## src/design/poid_pkg.sv

```systemverilog
// shared types, constants and helpers for the per object identifier decoder
`timescale 1ns / 1ps

package poid_pkg;

  localparam int ARC_WIDTH  = 32;
  localparam int ARC_OUT_W  = 32;
  localparam int CLEN_W     = 14;
  localparam int LENHI_W    = 6;
  localparam int CONS_W     = 15;
  localparam logic [CONS_W-1:0] CONS_MAX = '1;
  localparam logic [7:0] FIRST_ARC_DIV = 8'd40;

  typedef enum logic [1:0] {
    PH_IDLE,
    PH_LEN2,
    PH_FIRST,
    PH_ARCS
  } phase_t;

  typedef enum logic [0:0] {
    ERR_NONE     = 1'b0,
    ERR_HUGE_LEN = 1'b1
  } err_t;

  typedef struct packed {
    logic [ARC_OUT_W-1:0] arc_value;
    logic                 arc_valid;
    logic                 is_last;
    err_t                 error_code;
  } result_t;

  // byte / 40 as (byte >> 3) / 5, the latter by multiply 13 and shift 6
  function automatic logic [2:0] div40(input logic [7:0] b);
    logic [9:0] prod;
    prod = {5'd0, b[7:3]} * 10'd13;
    return prod[8:6];
  endfunction

  function automatic logic [5:0] mod40(input logic [7:0] b, input logic [2:0] q);
    logic [7:0] qx;
    qx = {5'd0, q} * FIRST_ARC_DIV;
    return 6'(b - qx);
  endfunction

endpackage

```

## src/design/poid_dec.sv

```systemverilog
// byte decoder: length determinant and arc accumulation state machine
`timescale 1ns / 1ps

module poid_dec (
  input  logic              clk,
  input  logic              rst_n,
  input  logic              take,
  input  logic [7:0]        data_byte,
  output logic [1:0]        res_cnt,
  output poid_pkg::result_t res0,
  output poid_pkg::result_t res1
);

  poid_pkg::phase_t                  phase_r, phase_nxt;
  logic [poid_pkg::CLEN_W-1:0]       clen_r, clen_nxt;
  logic [poid_pkg::LENHI_W-1:0]      lenhi_r, lenhi_nxt;
  logic [poid_pkg::CONS_W-1:0]       cons_r, cons_nxt;
  logic [poid_pkg::ARC_WIDTH-1:0]    acc_r, acc_nxt;

  logic [poid_pkg::CLEN_W-1:0]       len_in;
  logic                              len_now;
  logic [poid_pkg::CONS_W-1:0]       cons_inc;
  logic [poid_pkg::ARC_WIDTH-1:0]    acc_new;
  logic [2:0]                        q40;
  logic                              last;

  always_ff @(posedge clk) begin
    if (!rst_n) begin
      phase_r <= poid_pkg::PH_IDLE;
      clen_r  <= '0;
      lenhi_r <= '0;
      cons_r  <= '0;
      acc_r   <= '0;
    end else if (take) begin
      phase_r <= phase_nxt;
      clen_r  <= clen_nxt;
      lenhi_r <= lenhi_nxt;
      cons_r  <= cons_nxt;
      acc_r   <= acc_nxt;
    end
  end

  always_comb begin
    phase_nxt = phase_r;
    clen_nxt  = clen_r;
    lenhi_nxt = lenhi_r;
    cons_nxt  = cons_r;
    acc_nxt   = acc_r;
    res_cnt   = 2'd0;
    res0      = '0;
    res1      = '0;
    len_in    = '0;
    len_now   = 1'b0;
    last      = 1'b0;
    q40       = poid_pkg::div40(data_byte);
    cons_inc  = (cons_r == poid_pkg::CONS_MAX) ? cons_r : cons_r + 1'b1;
    acc_new   = {acc_r[poid_pkg::ARC_WIDTH-8:0], data_byte[6:0]};

    unique case (phase_r)
      poid_pkg::PH_IDLE: begin
        if (!data_byte[7]) begin
          len_in  = {7'd0, data_byte[6:0]};
          len_now = 1'b1;
        end else if (!data_byte[6]) begin
          lenhi_nxt = data_byte[5:0];
          phase_nxt = poid_pkg::PH_LEN2;
        end else begin
          res_cnt         = 2'd1;
          res0.is_last    = 1'b1;
          res0.error_code = poid_pkg::ERR_HUGE_LEN;
          phase_nxt       = poid_pkg::PH_IDLE;
        end
      end
      poid_pkg::PH_LEN2: begin
        len_in  = {lenhi_r, data_byte};
        len_now = 1'b1;
      end
      poid_pkg::PH_FIRST: begin
        cons_nxt       = {{(poid_pkg::CONS_W-1){1'b0}}, 1'b1};
        last           = (clen_r <= poid_pkg::CLEN_W'(1));
        res_cnt        = 2'd2;
        res0.arc_value = poid_pkg::ARC_OUT_W'(q40);
        res0.arc_valid = 1'b1;
        res1.arc_value = poid_pkg::ARC_OUT_W'(poid_pkg::mod40(data_byte, q40));
        res1.arc_valid = 1'b1;
        res1.is_last   = last;
        acc_nxt        = '0;
        phase_nxt      = last ? poid_pkg::PH_IDLE : poid_pkg::PH_ARCS;
      end
      poid_pkg::PH_ARCS: begin
        cons_nxt = cons_inc;
        if (data_byte[7]) begin
          acc_nxt = acc_new;
        end else begin
          acc_nxt        = '0;
          last           = (cons_inc >= {1'b0, clen_r});
          res_cnt        = 2'd1;
          res0.arc_value = poid_pkg::ARC_OUT_W'(acc_new);
          res0.arc_valid = 1'b1;
          res0.is_last   = last;
          if (last) begin
            phase_nxt = poid_pkg::PH_IDLE;
          end
        end
      end
      default: begin
        phase_nxt = poid_pkg::PH_IDLE;
      end
    endcase

    // length known: empty identifier ends here, otherwise go to content
    if (len_now) begin
      clen_nxt = len_in;
      cons_nxt = '0;
      acc_nxt  = '0;
      if (len_in == '0) begin
        res_cnt      = 2'd1;
        res0.is_last = 1'b1;
        phase_nxt    = poid_pkg::PH_IDLE;
      end else begin
        phase_nxt = poid_pkg::PH_FIRST;
      end
    end
  end

`ifndef ASSERT_OFF
  a_err_is_final: assert property (@(posedge clk) disable iff (!rst_n)
    (take && res_cnt != 2'd0 && res0.error_code == poid_pkg::ERR_HUGE_LEN)
      |-> (res0.is_last && !res0.arc_valid && res_cnt == 2'd1))
    else $error("error result not a lone final item");
  a_len2_leaves: assert property (@(posedge clk) disable iff (!rst_n)
    (take && phase_r == poid_pkg::PH_LEN2) |=> (phase_r != poid_pkg::PH_LEN2))
    else $error("second length byte did not leave length phase");
  a_first_after_len: assert property (@(posedge clk) disable iff (!rst_n)
    (take && phase_r == poid_pkg::PH_FIRST) |-> (clen_r != '0))
    else $error("content phase entered with zero length");
`endif

endmodule

```

## src/design/poid_rq.sv

```systemverilog
// four-entry result queue taking up to two results per cycle
`timescale 1ns / 1ps

module poid_rq (
  input  logic              clk,
  input  logic              rst_n,
  input  logic [1:0]        push_cnt,
  input  poid_pkg::result_t push0,
  input  poid_pkg::result_t push1,
  input  logic              pop,
  output logic              has_room,
  output logic              head_valid,
  output poid_pkg::result_t head
);

  poid_pkg::result_t mem_r [4];
  logic [1:0] wr_r, wr_nxt, rd_r, rd_nxt;
  logic [1:0] wr_p1;
  logic [2:0] count_r, count_nxt;

  always_comb begin
    wr_p1     = wr_r + 2'd1;
    wr_nxt    = wr_r + push_cnt;
    rd_nxt    = rd_r + {1'b0, pop};
    count_nxt = count_r + {1'b0, push_cnt} - {2'b00, pop};
  end

  // room for a pair whatever the decoder pushes next
  assign has_room   = (count_r <= 3'd2);
  assign head_valid = (count_r != 3'd0);
  assign head       = mem_r[rd_r];

  always_ff @(posedge clk) begin
    if (!rst_n) begin
      wr_r    <= '0;
      rd_r    <= '0;
      count_r <= '0;
    end else begin
      wr_r    <= wr_nxt;
      rd_r    <= rd_nxt;
      count_r <= count_nxt;
    end
  end

  always_ff @(posedge clk) begin
    if (push_cnt != 2'd0) begin
      mem_r[wr_r] <= push0;
    end
    if (push_cnt == 2'd2) begin
      mem_r[wr_p1] <= push1;
    end
  end

`ifndef ASSERT_OFF
  a_push_fits: assert property (@(posedge clk) disable iff (!rst_n)
    (push_cnt != 2'd0) |-> (count_r <= 3'd2))
    else $error("result queue push without room");
  a_pop_has_data: assert property (@(posedge clk) disable iff (!rst_n)
    pop |-> (count_r != 3'd0))
    else $error("result queue pop while empty");
  a_pair_shows: assert property (@(posedge clk) disable iff (!rst_n)
    (push_cnt == 2'd2) |=> (count_r >= 3'd2 || $past(pop)))
    else $error("result pair lost");
`endif

endmodule

```

## src/design/per_object_identifier_decoder_core.sv

```systemverilog
// top level of the per object identifier decoder
`timescale 1ns / 1ps

// usage
// - input stream: one byte of an encoded object identifier per item, length
//   determinant first, then the content bytes; the next identifier follows
//   directly after the last content byte
// - result stream: one arc per item on out_tdata; out_tlast marks the final
//   result of an identifier; out_tuser carries arc_valid and error_code
// - an empty identifier or an unsupported long length gives one item with
//   arc_valid low and out_tlast high
// - the results of an accepted byte are registered in the result queue and
//   reach the output from its head, after any results already waiting
// - one byte per cycle while the result queue has room; the first content
//   byte gives two arcs, so the output side takes two items for it
// - a four-entry result queue sits between decoder and output; a byte is
//   taken while the queue holds at most two results, so a stalled receiver
//   backs up the input once three or four results are pending
// - reset: rst_n low clears the decoder to wait for a length byte and
//   empties the result queue

module per_object_identifier_decoder_core (
  input  logic        clk,
  input  logic        rst_n,
  input  logic        in_tvalid,
  output logic        in_tready,
  input  logic [7:0]  in_tdata,   // [7:0] data_byte
  output logic        out_tvalid,
  input  logic        out_tready,
  output logic [31:0] out_tdata,  // [31:0] arc_value
  output logic [1:0]  out_tuser,  // [0] arc_valid, [1] error_code
  output logic        out_tlast   // is_last
);

  logic              take;
  logic              room;
  logic [1:0]        res_cnt;
  logic [1:0]        push_cnt;
  poid_pkg::result_t res0, res1, head;

  assign in_tready = room;
  assign take      = in_tvalid && room;
  assign push_cnt  = take ? res_cnt : 2'd0;

  // byte decoding and identifier state
  poid_dec u_dec (
    .clk       (clk),
    .rst_n     (rst_n),
    .take      (take),
    .data_byte (in_tdata),
    .res_cnt   (res_cnt),
    .res0      (res0),
    .res1      (res1)
  );

  // results wait here for the receiver
  poid_rq u_rq (
    .clk        (clk),
    .rst_n      (rst_n),
    .push_cnt   (push_cnt),
    .push0      (res0),
    .push1      (res1),
    .pop        (out_tvalid && out_tready),
    .has_room   (room),
    .head_valid (out_tvalid),
    .head       (head)
  );

  assign out_tdata = head.arc_value;
  assign out_tuser = {head.error_code, head.arc_valid};
  assign out_tlast = head.is_last;

`ifndef ASSERT_OFF
  a_result_follows: assert property (@(posedge clk) disable iff (!rst_n)
    (take && res_cnt != 2'd0) |=> out_tvalid)
    else $error("accepted byte produced no visible result");
  a_err_no_arc: assert property (@(posedge clk) disable iff (!rst_n)
    (out_tvalid && out_tuser[1]) |-> (!out_tuser[0] && out_tlast))
    else $error("error item carries an arc");
`endif

endmodule
```

## config.mk

```make
export PLATFORM = sky130hd
export DESIGN_NAME = per_object_identifier_decoder_core
export DESIGN_NICKNAME = d
export VERILOG_FILES = /design/src/design/poid_pkg.sv /design/src/design/poid_dec.sv /design/src/design/poid_rq.sv /design/src/design/per_object_identifier_decoder_core.sv
export SDC_FILE = /design/constraint.sdc
export NUM_CORES = 1
export LEC_CHECK = 0
export ABC_AREA = 0
export BUFFER_PORTS_ARGS = -buffer_cell sky130_fd_sc_hd__buf_2
export CAP_MARGIN = 20
export CORE_MARGIN = 1
export CORE_UTILIZATION = 46
export DETAILED_ROUTE_END_ITERATION = 7
export SLEW_MARGIN = 5
export SYNTH_ARGS = -nofsm -noshare
export SYNTH_HDL_FRONTEND = slang
export SYNTH_SLANG_ARGS = --single-unit
```

## constraint.sdc

```tcl
create_clock -name clk -period 3.6 [get_ports clk]
set_input_delay 0.18 -clock clk [delete_from_list [all_inputs] [get_ports clk]]
set_output_delay 0.18 -clock clk [all_outputs]
set_load 0.005 [all_outputs]
```

==> results of run 1 <==
[metrics by stage]
stage                     setup WS (ps)  power, mW  instance area [µm²]
after global routing               24.3       6.47                11600
after CTS                           102       6.24                11600
final                               162       6.20                11600
after floorplan                    46.5       3.40                10200
after detailed placement           72.1       3.80                10800
after global placement              156       3.79                10800
[tightest hold or removal path, cell delays in order]
cell     delay (ps)
buf_2           170
mux2i_1         140
nor2b_1          60
[where the power goes]
group	leakage, nW	switching [mW]	internal (mW)
Clock	0.410	0.975	1.47
Sequential	1.71	0.132	2.46
Combinational	2.11	0.689	0.480
[cell families after synthesis]
logic type	count (synthesis)	synth area share [%]
simple gates	316	16.9
flops	209	44.0
compound gates	252	17.6
mux	47	8.89
buf+inv	117	5.30
xor+xnor	21	1.80
fa+ha+maj	43	5.48
[area by class of cell]
class	count	area, µm²	share of cell area [%]
multi-input cells	679	5210	44.8
flip-flops and latches	209	4510	38.7
clock buffers	37	767	6.59
repair buffers	95	631	5.42
well taps	280	350	3.01
inverters	32	120	1.03
clock inverters	7	46.3	0.398
diodes	1	2.50	0.0215
[flip-flops by register name, indices dropped and copies added (netlist names), 3 cells and up]
signal         count
u_dec.lenhi_r      6
u_rq.mem_r       140
u_dec.cons_r      15
u_rq.count_r       3
u_dec.clen_r      14
u_dec.acc_r       25
[routing by layer]
| layer | global-route usage, % | wire (µm) |
|---|---|---|
| met4 | 6.65 | 545 |
| met1 | 33.2 | 12500 |
| met3 | 3.22 | 1360 |
| met2 | 39.5 | 12400 |
| met5 | 0 | 0 |
[synthesized netlist by cell type, types with 8 or more instances]
library cell	number	area share, %
nor2_1	28	1.0
mux4_2	35	7.7
nor2b_1	45	2.8
edfxtp_1	32	9.4
nand2b_1	32	2.0
nand2_1	69	2.5
xnor2_1	13	1.1
nand3_1	75	3.7
nor3_1	8	0.39
ha_1	40	4.9
a21oi_1	86	4.2
a22oi_1	28	2.1
mux2i_1	11	1.1
clkbuf_1	49	1.8
buf_2	17	0.83
o21ai_0	14	0.68
inv_1	32	1.2
dfxtp_1	177	35
and2_1	15	0.92
a32o_1	56	5.5
xor2_1	8	0.68
o22ai_1	19	1.2
[cell usage in the layout (no fill, tap or decap), types with 32 or more instances in the layout]
cell	n
a21oi_1	86
mux4_2	35
ha_1	40
nand2b_1	32
buf_2	48
nor2b_1	44
inv_1	32
buf_4	44
nand2_1	69
edfxtp_1	32
a32o_1	56
nand3_1	75
dfxtp_1	175
[how the worst min path moves through the flow]
stage,depth (start not counted),endpoint,slack (ps),start
2_1_floorplan,2,u_dec.clen_r[1],350,in_tdata[1]
6_report,3,u_dec.lenhi_r[2],90,in_tdata[2]
3_3_place_gp,2,u_rq.mem_r[2][24],440,u_rq.mem_r[2][24]
3_5_place_dp,2,u_rq.mem_r[2][24],450,u_rq.mem_r[2][24]
5_1_grt,3,u_dec.lenhi_r[2],100,in_tdata[2]
4_1_cts,3,u_dec.lenhi_r[1],80,in_tdata[1]
==> results.md, run 1 <==
* Outcome: completed
* Filler Cell Count at 1976
* Worst setup path endpoint: u_rq.mem_r[3][1]
* Final Net Count at 1096
* Worst-skew pair later-pin latency at 520 ps
* Detail-routed via count per cell at 6.01
* Antenna violations before repair at 0
* Number of global-route vias before repair at 7705
* Initial core utilization at 46.9%
* Category of the worst setup path capture point: flop
* Core area at 21800 µm²
* Number of synthesized flops with an enable pin at 32
* TritonRoute pass-1 iters at 5
* Site Rows at 54
* Final core utilization at 53.3%
* Async set or reset register ratio after synthesis at 0%
* Critical Path Most Common Cell: ha_1
* Final GP Congestion at 0.873
* Source of the critical timing path: u_dec.cons_r[0]
* Unrepaired setup endpoints after global routing: no
* P_leak at 4.23 nW
* IO buf count at 48
* CP delay by family, top: simple AND/OR/NAND/NOR gates
* Total detailed-routing wirelength at 26800 µm
* WL per Instance at 20.0 µm
* Number of non-filler instances in the completed layout at 1340
* Cts hold-fix bufs at 0
* Worst Path Buf+Inv at 2
* Pin count of the biggest net entering global routing at 58
* Post-CTS setup buffers at 0
* Total number of clock tree sinks at 209
* Hold slack final at 88.8 ps
* Most instantiated flip-flop cell in the synthesis netlist: dfxtp_1
* Maximum clock rate at 0.291 GHz
* Worst reg2reg path endpoint: u_rq.mem_r[3][1]
* H-Tree Depth at 1
* Clock transition at the registers of the reported paths at 60 ps
* Clk Tree Root Cell: clkbuf_16
* Max-slew headroom at 40.6%
* Synth Net Count at 1060
* Crit path launch type: flop
* Cell chain of the critical path: ha_1 -> inv_1 -> or4_4 -> or2_4 -> nand3_1 -> xnor2_1 -> ha_1 -> and3_1 -> a2111oi_2 -> o211ai_1 -> a211oi_2 -> buf_4 -> o22ai_1
* Global-route wire length before repair at 42700 µm
* Final worst path period need at 3440 ps
* Post-detailed-route count of antenna-violating nets at 0
* Peak supply drop at 321 µV
* Area grow syn2layout at 13.7%
* Number of standard cells after synthesis at 1005
* CTS Buf Count at 24
* Detailed-route via count at 8050
* Cell area after synthesis at 10200 µm²
* Critical path start-end classification: flop to flop
* Clock skew at 14.2 ps
* Max-slew violation count at 0
* Mean instance size in the synthesized netlist at 10.2 µm²
* DR iter-0 viols at 560
* R2R Path Start: u_dec.cons_r[0]
* Top fanout value on the critical path at 4
* Final period util at 95.5%
* Endpoints failing setup at 0
* Number of cells after detailed placement at 1295
* Count of different cell masters after synthesis at 72
* Die area at 22800 µm²
* TritonCTS clock tree: yes
* Clock Path Buffers at 3
* Global route total overflow at 0
* Delay of the slowest cell on the worst path at 540 ps
* Count of cells resized by post-cts repair at 0
* R2r setup slk at 160 ps
* Cells on worst reg2reg path at 13
* Worst Path Arrival at 3690 ps
* Final sum of negative setup slack at 0 ps
* Measured slew at the worst slew-check pin at 892 ps
* Hold Violations, Final at 0
* Reported max-cap violation count at 0
* Die X at 151 µm
* Power density cells at 533 nW/µm²
* Sequential-to-total area share from yosys stat at 44.0%
* Register bit count reported by yosys at 209
* Master of the slowest instance on the critical path: or4_4
* Data required time at the worst endpoint at 3850 ps
* DRC at 0
* Tightest Hold Check Type: primary input to flop
* Die outline height at 151 µm
* GRT Resource Usage Total at 24.1%
* Total stage count of the critical path at 13
* Ports placed on the boundary at 49
* Ratio of cells with drive above 1 in the final layout at 18.7%
* Synth warnings at 0
* Detailed-placement wirelength estimate at 17100 µm
Power figures use the tool's default switching activity.
==> run 2: changes to the inputs <==
--- a/config.mk
+++ b/config.mk
@@ -6,11 +6,13 @@
 export NUM_CORES = 1
 export LEC_CHECK = 0
 export ABC_AREA = 0
-export BUFFER_PORTS_ARGS = -buffer_cell sky130_fd_sc_hd__buf_2
+export BUFFER_PORTS_ARGS = -buffer_cell sky130_fd_sc_hd__clkbuf_2
 export CAP_MARGIN = 20
 export CORE_MARGIN = 1
 export CORE_UTILIZATION = 46
 export DETAILED_ROUTE_END_ITERATION = 7
+export MAX_ROUTING_LAYER = met4
+export REMOVE_ABC_BUFFERS = 1
 export SLEW_MARGIN = 5
 export SYNTH_ARGS = -nofsm -noshare
 export SYNTH_HDL_FRONTEND = slang
==> results.md, run 2 (same netlist as run 1, synthesis figures left out) <==
* Outcome: completed
* Clock skew at 16.4 ps (+2.16 ps)
* Clock network fraction of design power at 39.1% (-0.3 points)
* Global-route wire length before repair at 42600 µm (-0.35%)
* R2r setup slk at 200 ps (+40 ps)
* Site Rows at 54 (unchanged)
* Final worst path period need at 3400 ps (-38.9 ps)
* Category of the worst setup path capture point: flop
* Flip-flop count of the largest register after layout at 140 (unchanged)
* Ports placed on the boundary at 49 (unchanged)
* Total detailed-routing wirelength at 26900 µm (+0.28%)
* Critical Path Most Common Cell: ha_1
* Area of all placed cells without fillers at 11700 µm² (+0.46%)
* Area after detailed placement at 10800 µm² (+0.37%)
* Reported max-cap violation count at 0 (unchanged)
* Core area at 21800 µm² (unchanged)
* Clk Tree Root Cell: clkbuf_16
* Master of the slowest instance on the critical path: or4_4
* Clock Path Buffers at 3 (unchanged)
* DR iter-0 viols at 627 (+12%)
* Pin count of the biggest net entering global routing at 71 (+22%)
* Top fanout value on the critical path at 9 (+5)
* Detail-routed via count per cell at 6.03 (+0.41%)
* GRT Resource Usage Total at 24.7% (+0.61 points)
* Routed wl met3 at 1690 µm (+24%)
* IO buf count at 48 (unchanged)
* Power density cells at 532 nW/µm² (-0.11%)
* Wire length on met2 at 13000 µm (+4.9%)
* Area grow syn2layout at 14.2%
* TritonCTS clock tree: yes
* Total number of clock tree sinks at 209 (unchanged)
* Max-slew violation count at 0 (unchanged)
* Detailed-placement wirelength estimate at 16900 µm (-0.95%)
* Hold Violations, Final at 0 (unchanged)
* Met1 wire length at 11600 µm (-6.9%)
* Die X at 151 µm (unchanged)
* Clock transition at the registers of the reported paths at 60 ps (about the same)
* Peak supply drop at 339 µV (+5.6%)
* TritonRoute pass-1 iters at 6 (+1)
* Maximum clock rate at 0.294 GHz (+1.1%)
* Top sig layer: met4
* Hold slack final at 151 ps (+62.4 ps)
* Filler Cell Count at 1949 (-1.4%)
* Delay of the slowest cell on the worst path at 540 ps (about the same)
* Ratio of cells with drive above 1 in the final layout at 19.0% (+0.31 points)
* Cts hold-fix bufs at 0 (unchanged)
* Cell chain of the critical path: ha_1 -> inv_1 -> or4_4 -> or2_4 -> nand3_1 -> xnor2_1 -> ha_1 -> a21oi_1 -> o21ai_0 -> a2111oi_2 -> o211ai_1 -> a211oi_2 -> buf_4 -> o32ai_1
* Register share of total power at 41.6% (about the same)
* Final period util at 94.4% (-1.1 points)
* Number of global-route vias before repair at 7799 (+1.2%)
* Switching power share of the total at 28.7% (-0.23 points)
* Initial core utilization at 46.9% (unchanged)
* Part of the total power dissipated in combinational logic at 19.3% (+0.5 points)
* Endpoints failing setup at 0 (unchanged)
* CP delay by family, top: compound AO/OA/AOI/OAI gates
* DRC at 0 (unchanged)
* Data required time at the worst endpoint at 3840 ps (about the same)
* H-Tree Depth at 1 (unchanged)
* Final sum of negative setup slack at 0 ps (unchanged)
* Regs by FF count: u_rq.mem_r: 140 flops, u_dec.acc_r: 25 flops, u_dec.cons_r: 15 flops
* Leading cell type in the layout, fill and taps excluded: dfxtp_1
* Die outline height at 151 µm (unchanged)
* Net load switching power at 1.79 mW (-0.43%)
* Worst-skew pair later-pin latency at 520 ps (about the same)
* Internal power consumption at 4.44 mW (+0.67%)
* Worst Path Buf+Inv at 2 (unchanged)
* WL per Instance at 19.9 µm (-0.32%)
* Largest Register: u_rq.mem_r
* Tightest Hold Check Type: primary input to flop
* Post-detailed-route count of antenna-violating nets at 0 (unchanged)
* Crit path launch type: flop
* Unrepaired setup endpoints after global routing: no
* Die area at 22800 µm² (unchanged)
* Detailed-route via count at 8131 (+1.0%)
* Final core utilization at 53.6% (+0.25 points)
* Antenna diode count at 0 (-1)
* Final Net Count at 1105 (+0.82%)
* Antenna violations before repair at 0 (unchanged)
* CTS Buf Count at 24 (unchanged)
* Commonest cells after routing, fill and taps aside: dfxtp_1 (175), a21oi_1 (86), nand3_1 (74)
* Final GP Congestion at 0.854 (-2.2%)
* P_leak at 4.22 nW (about the same)
* Measured slew at the worst slew-check pin at 997 ps (+106 ps)
* Max-slew headroom at 33.5% (-7.1 points)
* Worst Path Arrival at 3640 ps (-50 ps)
* Global route total overflow at 0 (unchanged)
* Critical path start-end classification: flop to flop
run 2: power groups by stage:
stage / sequential (mW) / combinational [mW] / clock [mW]
detailed placement: 2.64 / 1.20 / 0
CTS: 2.59 / 1.21 / 2.47
global route: 2.61 / 1.32 / 2.56
floorplan: 2.62 / 0.730 / 0
global placement: 2.64 / 1.18 / 0
finish: 2.59 / 1.20 / 2.43
run 2: what timing repair did:
action	CTS	global route
resized for setup	2	3
endpoints found under the setup margin	4	4
setup buffers	0	2
cloned	0	0
pin swaps	1	4
hold endpoints to repair	0	0
run 2: final cells by class:
| cell class | count | area, µm² | share of cell area [%] |
|---|---|---|---|
| Clock buffer | 40 | 751 | 6.42 |
| Clock inverter | 4 | 56.3 | 0.482 |
| Inverter | 32 | 120 | 1.03 |
| Multi-Input combinational cell | 679 | 5220 | 44.6 |
| Sequential cell | 209 | 4510 | 38.6 |
| Tap cell | 280 | 350 | 3.00 |
| Timing Repair Buffer | 104 | 686 | 5.87 |
run 2: worst register-to-register path, delay by kind of cell, from the launching register on:
family                   cells  cell delay, ps
AO/OA/AOI/OAI                6            1170
AND/OR/NAND/NOR              3             960
adder cells (fa/ha/maj)      2             360
flip-flops                   1             330
buffers and inverters        2             240
XOR/XNOR                     1              80
run 2: final timing paths:
kind,from,endpoint,depth (start not counted)
worst max-delay path,u_dec.cons_r[0],u_rq.mem_r[1][1],14
worst min-delay path,in_tdata[4],u_dec.acc_r[4],4
worst max register to register,u_dec.cons_r[0],u_rq.mem_r[1][1],14
worst min register to register,u_rq.mem_r[2][27],u_rq.mem_r[2][27],2
run 2: layer usage:
metal  track usage (%)  vias to the layer above
met5                 -                        -
met3              3.22                       48
met2              41.3                      260
met1              31.7                     3985
li1                  -                     3838
met4              6.05                        0
run 2: stage by stage:
step           std cells  setup slack, ps  total power, mW
2_1_floorplan        920            -1910             3.35
3_3_place_gp        1302             66.8             3.82
3_5_place_dp        1302            -72.8             3.84
4_1_cts             1346             18.8             6.27
5_1_grt             1348             1.18             6.48
6_report            1348              201             6.22
==> run 3: changes to the inputs <==
--- a/config.mk
+++ b/config.mk
@@ -6,11 +6,11 @@
 export NUM_CORES = 1
 export LEC_CHECK = 0
 export ABC_AREA = 0
-export BUFFER_PORTS_ARGS = -buffer_cell sky130_fd_sc_hd__clkbuf_2
 export CAP_MARGIN = 20
 export CORE_MARGIN = 1
 export CORE_UTILIZATION = 46
 export DETAILED_ROUTE_END_ITERATION = 7
+export DONT_BUFFER_PORTS = 1
 export MAX_ROUTING_LAYER = met4
 export REMOVE_ABC_BUFFERS = 1
 export SLEW_MARGIN = 5
==> results.md, run 3 (same netlist as run 1, synthesis figures left out) <==
* Power density cells at 544 nW/µm² (+2.2%)
* Top fanout value on the critical path at 11 (+2)
* Pin count of the biggest net entering global routing at 101 (+42%)
* TritonRoute pass-1 iters at 5 (-1)
* Worst-skew pair later-pin latency at 520 ps (about the same)
* TritonCTS clock tree: yes
* Hold slack final at 38.3 ps (-113 ps)
* Hold Path Origin: in_tdata[4]
* Category of the worst setup path capture point: flop
* Die area at 22800 µm² (unchanged)
* Routed wl met3 at 1820 µm (+8.1%)
* Die X at 151 µm (unchanged)
* Filler Cell Count at 1973 (+1.2%)
* Regs by FF count: u_rq.mem_r: 140 flops, u_dec.acc_r: 25 flops, u_dec.cons_r: 15 flops
* Measured slew at the worst slew-check pin at 922 ps (-75.6 ps)
* Number of global-route vias before repair at 7627 (-2.2%)
* Site Rows at 54 (unchanged)
* Detail-routed via count per cell at 6.13 (+1.6%)
* DR iter-0 viols at 632 (+0.80%)
* DRC at 0 (unchanged)
* Ports placed on the boundary at 49 (unchanged)
* Die outline height at 151 µm (unchanged)
* Core area at 21800 µm² (unchanged)
* Final core utilization at 52.7% (-0.83 points)
* Crit path launch type: flop
* Area grow syn2layout at 12.5%
* CTS Buf Count at 24 (unchanged)
* Total detailed-routing wirelength at 26900 µm (+0.13%)
* Unrepaired setup endpoints after global routing: no
* Clock transition at the registers of the reported paths at 60 ps (about the same)
* Endpoints failing setup at 0 (unchanged)
* Leading cell type in the layout, fill and taps excluded: dfxtp_1
* Critical path start-end classification: flop to flop
* Met1 wire length at 11800 µm (+1.5%)
* Final Total Pwr at 6.26 mW (+0.58%)
* Cells on worst reg2reg path at 13 (-1)
* Worst reg2reg path endpoint: u_rq.mem_r[1][1]
* Final Net Count at 1054 (-4.6%)
* Final period util at 96.4% (+2.0 points)
* Flip-flop count of the largest register after layout at 140 (unchanged)
* Peak supply drop at 371 µV (+9.5%)
* Top sig layer: met4
* Reported max-cap violation count at 0 (unchanged)
* H-Tree Depth at 1 (unchanged)
* Detailed-placement wirelength estimate at 16400 µm (-3.0%)
* WL per Instance at 20.8 µm (+4.1%)
* IO buf count at 0 (-100%)
* Clock skew at 9.23 ps (-7.17 ps)
* Post-detailed-route count of antenna-violating nets at 0 (unchanged)
* Worst Hold Path EP: u_dec.lenhi_r[4]
* Wire length on met2 at 12700 µm (-2.3%)
* Detailed-route via count at 7945 (-2.3%)
* Tightest Hold Check Type: primary input to flop
* Global-route wire length before repair at 42000 µm (-1.3%)
* Total number of clock tree sinks at 209 (unchanged)
* Data required time at the worst endpoint at 3860 ps (+20 ps)
* Max-slew headroom at 38.5% (+5.0 points)
* Largest Register: u_rq.mem_r
* Ratio of cells with drive above 1 in the final layout at 14.5% (-4.6 points)
* GRT Resource Usage Total at 24.5% (-0.22 points)
* Maximum clock rate at 0.288 GHz (-2.1%)
* Clock Path Buffers at 3 (unchanged)
* Outcome: completed
* Commonest cells after routing, fill and taps aside: dfxtp_1 (175), a21oi_1 (86), nand3_1 (74)
* Max-slew violation count at 0 (unchanged)
* Combined area of the multi-input logic cells at 5220 µm² (about the same)
* Worst Path Arrival at 3730 ps (+90 ps)
* R2r setup slk at 130 ps (-70 ps)
* P_leak at 4.02 nW (-4.9%)
* Hold Violations, Final at 0 (unchanged)
* Antenna diode count at 0 (unchanged)
* WHS Path Cells at 4 (unchanged)
* Final worst path period need at 3470 ps (+71.3 ps)
* Area taken by flip-flops and latches at 4510 µm² (unchanged)
* Initial core utilization at 46.9% (unchanged)
* R2R Path Start: u_dec.cons_r[0]
* Clk Tree Root Cell: clkbuf_16
* Global route total overflow at 0 (unchanged)
* Final GP Congestion at 0.896 (+4.9%)
* Antenna violations before repair at 0 (unchanged)
[run 3: what timing repair did]
action / CTS / global route
hold buffers: 8 / 0
setup endpoints to repair: 0 / 4
buffers inserted: 0 / 2
endpoints found under the hold margin: 76 / 0
gates resized for setup: 0 / 5
[run 3: power by group]
group          switching, mW  internal (mW)
sequential             0.119           2.46
clock                  0.989           1.57
combinational          0.684          0.439
[run 3: layout make-up]
type,count,area share (%)
Clock buffer,35,6.39
Sequential cell,209,39.2
Clock inverter,9,0.979
Timing Repair Buffer,53,4.00
Tap cell,280,3.04
Inverter,32,1.04
Multi-Input combinational cell,679,45.4
[run 3: critical path: stages, from the launching register on]
cell and delay, ps:
dfxtp_1 330, ha_1 180, inv_1 80, or4_4 550, or2_4 310, nand3_2 120
xnor2_1 130, ha_1 240, and3_1 180, a2111oi_1 400, o211ai_1 230, a211oi_2 260
buf_4 150, o32ai_1 60
[run 3: per-layer routing]
layer  vias to the layer above  global-route usage (%)
li1                       3750                       -
met4                         0                    5.95
met5                         -                       -
met3                        49                    5.18
met1                      3909                    30.6
met2                       237                    40.4
[run 3: worst max-delay path by stage]
stage	start	end	slack, ps	cells past startpoint
final	u_dec.cons_r[0]	u_rq.mem_r[1][1]	130	13
after global routing	u_dec.cons_r[0]	u_rq.mem_r[2][1]	10	13
after CTS	u_dec.cons_r[0]	u_rq.mem_r[2][1]	80	13
after detailed placement	u_dec.cons_r[0]	u_rq.mem_r[2][1]	100	13
after global placement	u_dec.cons_r[0]	u_rq.mem_r[2][1]	110	13
after floorplan	u_dec.phase_r[1]	u_rq.mem_r[0][5]	-1910	4
[run 3: per-stage QoR]
stage / std cells / instance area [µm²] / TNS [ps] / worst slack (ps)
final: 1297 / 11500 / 0 / 129
after global routing: 1297 / 11500 / 0 / 11.7
after CTS: 1295 / 11500 / 0 / 77.3
after detailed placement: 1243 / 10500 / 0 / 97.7
after global placement: 1243 / 10500 / 0 / 107
after floorplan: 920 / 9810 / -172900 / -1910
